$ cat src/hdl/sdh_pkg.sv
// ----------------------------------------------------------------------------
// sdh_pkg
// Types and constants of the SPI-mode SD host engine.
// ----------------------------------------------------------------------------
package sdh_pkg;

    // Block size and write buffer address width.
    localparam int BLOCK_BYTES = 512;
    localparam int BUF_AW      = $clog2(BLOCK_BYTES);

    // Host request codes.
    localparam logic [2:0] CMD_XCHG  = 3'd0;
    localparam logic [2:0] CMD_INIT  = 3'd1;
    localparam logic [2:0] CMD_READ  = 3'd2;
    localparam logic [2:0] CMD_WRITE = 3'd3;
    localparam logic [2:0] CMD_LOAD  = 3'd4;

    // Configuration register indexes.
    localparam logic [1:0] CFG_R1   = 2'd0;
    localparam logic [1:0] CFG_V2   = 2'd1;
    localparam logic [1:0] CFG_V1   = 2'd2;
    localparam logic [1:0] CFG_BUSY = 2'd3;

    // Completion status codes.
    localparam logic [1:0] ST_OK      = 2'd0;
    localparam logic [1:0] ST_NO_IDLE = 2'd1;
    localparam logic [1:0] ST_RD_FAIL = 2'd2;
    localparam logic [1:0] ST_WR_FAIL = 2'd3;

    typedef enum logic [3:0] {
        PH_IDLE, PH_WAKE, PH_PRE, PH_FRAME, PH_R1, PH_REL, PH_OCR,
        PH_RD_GAP, PH_RD_TOKEN, PH_RD_DATA, PH_RD_CRC,
        PH_WR_TOKEN, PH_WR_DATA, PH_WR_REL, PH_WR_RESP, PH_WR_BUSY
    } t_phase;

    typedef enum logic [3:0] {
        SG_GO_IDLE, SG_GO_IDLE_REL, SG_IF_COND, SG_IF_COND_OCR, SG_V2_WAIT,
        SG_READ_OCR, SG_READ_OCR_DATA, SG_V1_PROBE, SG_V1_WAIT, SG_BLOCKLEN,
        SG_READ, SG_WRITE, SG_WRITE_REL
    } t_stage;

    // Buffer access request from the controller to the buffer memory.
    typedef struct packed {
        logic              wr_en;
        logic [BUF_AW-1:0] wr_addr;
        logic [7:0]        wr_data;
        logic              rd_en;
        logic [BUF_AW-1:0] rd_addr;
    } t_buf_req;

endpackage

$ cat src/hdl/sdh_wbuf.sv
// ----------------------------------------------------------------------------
// sdh_wbuf
// Write block buffer: one write port, one registered read port.
// ----------------------------------------------------------------------------
module sdh_wbuf
    import sdh_pkg::*;
#(
    parameter int DEPTH = 512,
    parameter int AW    = 9
) (
    input  logic           i_clk,
    input  logic           i_we,
    input  logic [AW-1:0]  i_wa,
    input  logic [7:0]     i_wd,
    input  logic           i_re,
    input  logic [AW-1:0]  i_ra,
    output logic [7:0]     o_rd
);
    logic [7:0] mem [DEPTH];

    // Synchronous write and registered read.
    always_ff @(posedge i_clk) begin
        if (i_we) begin
            mem[i_wa] <= i_wd;
        end
        if (i_re) begin
            o_rd <= mem[i_ra];
        end
    end
endmodule

$ cat config.mk
export PLATFORM = sky130hd
export DESIGN_NAME = sdh_wbuf
export DESIGN_NICKNAME = d
export VERILOG_FILES = /design/src/hdl/sdh_pkg.sv /design/src/hdl/sdh_wbuf.sv
export SDC_FILE = /design/constraint.sdc
export NUM_CORES = 2
export LEC_CHECK = 0
export BUFFER_PORTS_ARGS = -buffer_cell sky130_fd_sc_hd__buf_2
export CAP_MARGIN = 40
export CORE_MARGIN = 8
export CORE_UTILIZATION = 35
export CTS_CLUSTER_DIAMETER = 30
export DETAILED_ROUTE_END_ITERATION = 10
export GPL_ROUTABILITY_DRIVEN = 0
export PLACE_DENSITY_LB_ADDON = 0.15
export SYNTH_ARGS = -nofsm -noshare
export SYNTH_HDL_FRONTEND = slang
export SYNTH_SLANG_ARGS = --single-unit
$ cat constraint.sdc
create_clock -name i_clk -period 2.8 [get_ports i_clk]
set_input_delay 0.14 -clock i_clk [delete_from_list [all_inputs] [get_ports i_clk]]
set_output_delay 0.14 -clock i_clk [all_outputs]
set_load 0.005 [all_outputs]
; ---- After elaboration in Yosys (flattened, before gate mapping)
; Memories as Yosys holds them, arrays and structs flattened. A register that Yosys moved wholly into a read port is not among the register bits.
; Index checks and enable logic that the tools add are counted.
[classes]
n_bitwise = 0
n_reduce_logical = 0
addsub = 0
muxes = 2
eq_ne = 0
n_div = 0
mul = 0
shifts = 0
n_lt_le_gt_ge = 0
[ops]
columns = op, n
row1 = 1-bit two-way mux, 2
[totals]
out_inout_bits = 8
reg_bits = 0
rom_bits = 0
latch_bits = 0
ram_bits = 4096
wordCells = 3
in_bits = 29
n_memories = 1
[mem_list]
columns = name, words, width, rd, rd_clocked_by_memory_dff, wr, line_no
row1 = mem, 512, 8, 1, 1, 1, sdh_wbuf.sv:19  ; logic [7:0] mem [DEPTH];

; ---- Logic depth before layout (Yosys ltp)
[depth]
depth_word = 2
mapped_depth = 12
ltp_nobuf = 7

; ---- Least setup slack after synthesis
; OpenSTA, ideal clock, no wires.
[synth_path]
path_type = input to register
from = input port i_ra[0]
to = register o_rd[0] (read register of mem), data pin
t_arrival_ns = 1.994
setup_ns = 0.257
n_path_buf = 4
path_slack_ns = 0.549
stages = 10
t_required_ns = 2.543
path_cell_list = buf_4 buf_12 buf_12 buf_2 mux4_2 o21ai_0 nand3_1 nand4_1 o21ai_0 o2111a_1
[synth_rtl]
columns = item, line_no
row1 = "start, declared", sdh_wbuf.sv:16  ; input logic [AW-1:0] i_ra,
row2 = "end, declared", sdh_wbuf.sv:17  ; output logic [7:0] o_rd

==> flow_summary.json <==
{
  "run_status": "finished with violations",
  "violations": "setup timing",
  "drt.antenna.violating_nets": 0,
  "sum_of_routed_wire_length_over_all_layers_microns": 482000,
  "hold_path_class": "primary input to flop",
  "drt_first_pass_iters": 5,
  "min_from": "i_wa[7]",
  "startpoint_type": "flop",
  "area_delta_synth_final_pct": 30.8,
  "clock_tree.buffer_depth": 4,
  "power_leakage_nw": 71.4,
  "critical_path_cell_list": "mux2i_1 -> o221ai_1 -> nor3_1 -> buf_4 -> nor4_1 -> buf_4 -> o311ai_1 -> nor4_1 -> o2111a_1",
  "setup_slack_ns": -0.0332,
  "cp_slowest_cell": "sky130_fd_sc_hd__nor4_1",
  "worst_hold_slack_ns": 0.124,
  "power.net_switching_w": 0.0390,
  "crit_required_ns": 3.74,
  "multiplexer_share_of_the_synthesized_area_pct": 14.2,
  "timing.hold.worst_endpoint": "mem[426][6]$_DFFE_PP_",
  "finalCriticalPeriod_ns": 2.83,
  "final.setup_skew_ns": 0.0912,
  "power_frac_seq_pct": 37.8,
  "maximum_number_of_pins_on_one_net_before_global_route_repair": 128,
  "fmaxAchievable_mhz": 353,
  "reg2regPathDepth": 9,
  "detail_route.wl_per_cell_microns": 28.9,
  "clk_pin_slew_ns": 0.05,
  "multi_input_area_sq_um": 34000,
  "worst_setup_path_end_kind": "flop",
  "cts_root_buffer": "sky130_fd_sc_hd__clkbuf_16",
  "synth_compound_gate_area_share_pct": 4.31,
  "first_global_vias": 92400,
  "tritoncts.num_buffers": 884,
  "mostFrequentLayoutCells": "sky130_fd_sc_hd__edfxtp_1, sky130_fd_sc_hd__buf_4, sky130_fd_sc_hd__clkbuf_16, sky130_fd_sc_hd__mux2i_1, sky130_fd_sc_hd__mux4_2",
  "overflow": 0,
  "synthDominantAreaCellType": "sky130_fd_sc_hd__edfxtp_1",
  "cap_violations": 0,
  "synth_enable_flop_cells": 4104,
  "dpl.hpwl_microns": 313000,
  "ys_seq_area_share_pct": 77.0,
  "design.die.area_sq_um": 479000,
  "switching_share_of_power_pct": 21.7,
  "synthXorXnorAreaFrac_pct": 0,
  "synth_cell_type_count": 50,
  "dominant_combinational_cell_family_by_area_after_synthesis": "multiplexers",
  "clk-insertion-delay-late_ns": 1.11,
  "rr_endpoint": "o_rd[5]$_DFFE_PP_",
  "finalSetupViolCount": 1,
  "global_route_wire_length_before_repair_microns": 686000,
  "path_delay_family": "simple AND/OR/NAND/NOR gates",
  "total_via_count_after_detailed_routing": 88100,
  "fp.coreArea_sq_um": 456000,
  "die_width_microns": 692,
  "worst_hold_path.num_cells": 7,
  "ys.warnings.count": 0,
  "layout.cells.most_common": "sky130_fd_sc_hd__edfxtp_1",
  "postCtsSetupRepairBufs": 0,
  "fin_crit_sh_pct": 101,
  "core_occupancy_in_the_finished_layout_pct": 45.9,
  "r2r_start": "mem[256][5]$_DFFE_PP_",
  "synth_cells": 8030,
  "power-per-cell-area_nw_per_um2": 858,
  "cts-htree-levels": 6,
  "effective_utilization_at_floorplan_pct": 35.1,
  "ys.flop_type": "sky130_fd_sc_hd__edfxtp_1",
  "critPathMaxStageDelay_ns": 0.49,
  "remaining_drc_errors": 0,
  "fraction_of_the_mapped_netlist_area_in_adder_cells_pct": 0,
  "ys_top_cells_by_area": "sky130_fd_sc_hd__edfxtp_1, sky130_fd_sc_hd__mux4_2, sky130_fd_sc_hd__mux2i_1",
  "hold_viol": 0,
  "internal-power_w": 0.141,
  "r2r_setup_slack_ns": -0.03,
  "fillerInstances": 38500,
  "clock_sink_count": 4104,
  "slew_headroom_pct": 37.4,
  "timing.final.max_slew_violations": 0,
  "worst-path-buf-inv": 2,
  "syn_area_sq_um": 160000,
  "core.rowCount": 248,
  "antenna_found_initial": 23,
  "combinationalPowerShare_pct": 4.2,
  "first_iter_violations": 8092,
  "unrepaired_setup_endpoints_after_global_routing": "false",
  "fin_nets": 9954,
  "cp.arrival_ns": 3.78,
  "global_route.usage.total_pct": 19.6,
  "synth_fp_nets": 8059,
  "synth_simple_gate_area_share_pct": 2.63,
  "worst_pin_slew_ns": 0.936,
  "via_per_inst": 5.27,
  "path_max_fanout": 2,
  "critPathKind": "flop to flop",
  "io_pins": 37,
  "syn-mean-instance-area_sq_um": 19.9,
  "final_layout_size_suffix_gt1_share_pct": 33.8,
  "cts_tree": "yes",
  "seq_cells_post_synth": 4104,
  "fraction_of_post_synthesis_cell_area_in_the_top_cell_type_by_area_pct": 77.0,
  "asyncSetResetFlopFracSynth_pct": 0,
  "max-vdd-ir-drop_uv": 690,
  "clock_power_share_pct": 58.0,
  "layout.area.seq_sq_um": 123000,
  "port-buffer-count": 36,
  "chipHeight_microns": 692
}
## metrics by stage
stage / instances / setup WS, ns / instance area [sq um] / setup TNS [ns] / power (W)
finish: 16700 / -0.0332 / 209000 / -0.0332 / 0.180
global route: 16700 / 0.0198 / 209000 / 0 / 0.184
CTS: 16700 / 0.0461 / 209000 / 0 / 0.181
detailed placement: 15000 / -0.657 / 178000 / -4.68 / 0.0765
global placement: 15000 / -0.958 / 178000 / -5.42 / 0.0765
floorplan: 8030 / 0.549 / 160000 / 0 / 0.0722
## cell usage after synthesis (all sizes together) (17+ instances only)
library cell and count:
mux2i 797, edfxtp 4104, nor3 109, nand4 32, clkbuf 265, nor4 36
o22ai 163, nand3 36, o21ai 119, buf 248, a21oi 194, o221ai 372
a22oi 61, nand2 111, and2 20, mux4 654, a211oi 17, nor2 597
## worst max-delay path by stage
stage / startpoint / endpoint / slack (ns) / cells after the start
after floorplan: i_ra[0] / o_rd[0]$_DFFE_PP_ / 0.55 / 10
after global placement: i_ra[0] / o_rd[2]$_DFFE_PP_ / -0.96 / 13
after detailed placement: i_ra[0] / o_rd[3]$_DFFE_PP_ / -0.66 / 14
after CTS: mem[33][0]$_DFFE_PP_ / o_rd[0]$_DFFE_PP_ / 0.05 / 11
after global routing: mem[33][0]$_DFFE_PP_ / o_rd[0]$_DFFE_PP_ / 0.02 / 11
final: mem[256][5]$_DFFE_PP_ / o_rd[5]$_DFFE_PP_ / -0.03 / 9
## final cells by class
| type | count | area share [%] |
|---|---|---|
| tap | 6000 | 3.59 |
| timing repair buffer | 1522 | 6.67 |
| antenna | 10 | 0.0120 |
| inverter | 3 | 0.00897 |
| clock buffer | 1004 | 10.9 |
| multi-input combinational | 3410 | 16.3 |
| clock inverter | 660 | 3.69 |
| sequential | 4104 | 58.9 |
## per-layer routing
layer  share of wire, %  GRT usage, %  wire length, microns
met2                 48          32.2                233000
met5             0.0079             0                    38
met4                2.6          5.38                 12700
met3                5.4          3.20                 26000
met1                 44          26.9                211000
## power by group through the flow
stage / sequential (W) / combinational, W / clock, W
2_1_floorplan: 0.0690 / 0.00322 / 0
6_report: 0.0680 / 0.00746 / 0.104
3_3_place_gp: 0.0690 / 0.00743 / 0
4_1_cts: 0.0679 / 0.00756 / 0.106
5_1_grt: 0.0679 / 0.00785 / 0.109
3_5_place_dp: 0.0690 / 0.00751 / 0
## registers in the layout, summed over array words and instances, names as in the netlist
register	count
mem	4096
o_rd	8
## worst min-delay path: stages
cell and delay (ns):
sky130_fd_sc_hd__buf_2 0.17, sky130_fd_sc_hd__buf_4 0.15, sky130_fd_sc_hd__nand2_1 0.05, sky130_fd_sc_hd__nor2_1 0.10, sky130_fd_sc_hd__nand2_1 0.13, sky130_fd_sc_hd__buf_12 0.17
sky130_fd_sc_hd__nor2_1 0.11
## logic make-up (layout without fill, tap and decap cells)
kind of cell / count (synthesis) / after routing
flops: 4104 / 4104
mux: 1451 / 1451
simple gates: 980 / 980
compound gates: 979 / 979
buf+inv: 516 / 3189
other cells: 0 / 10
## repair_timing
action / 4_1_cts / 5_1_grt
endpoints found under the hold margin: 4257 / 0
gates resized for setup: 5 / 4
hold buffers: 26 / 0
endpoints found under the setup margin: 4 / 4
Note: power is estimated with default switching activity, not from simulation.
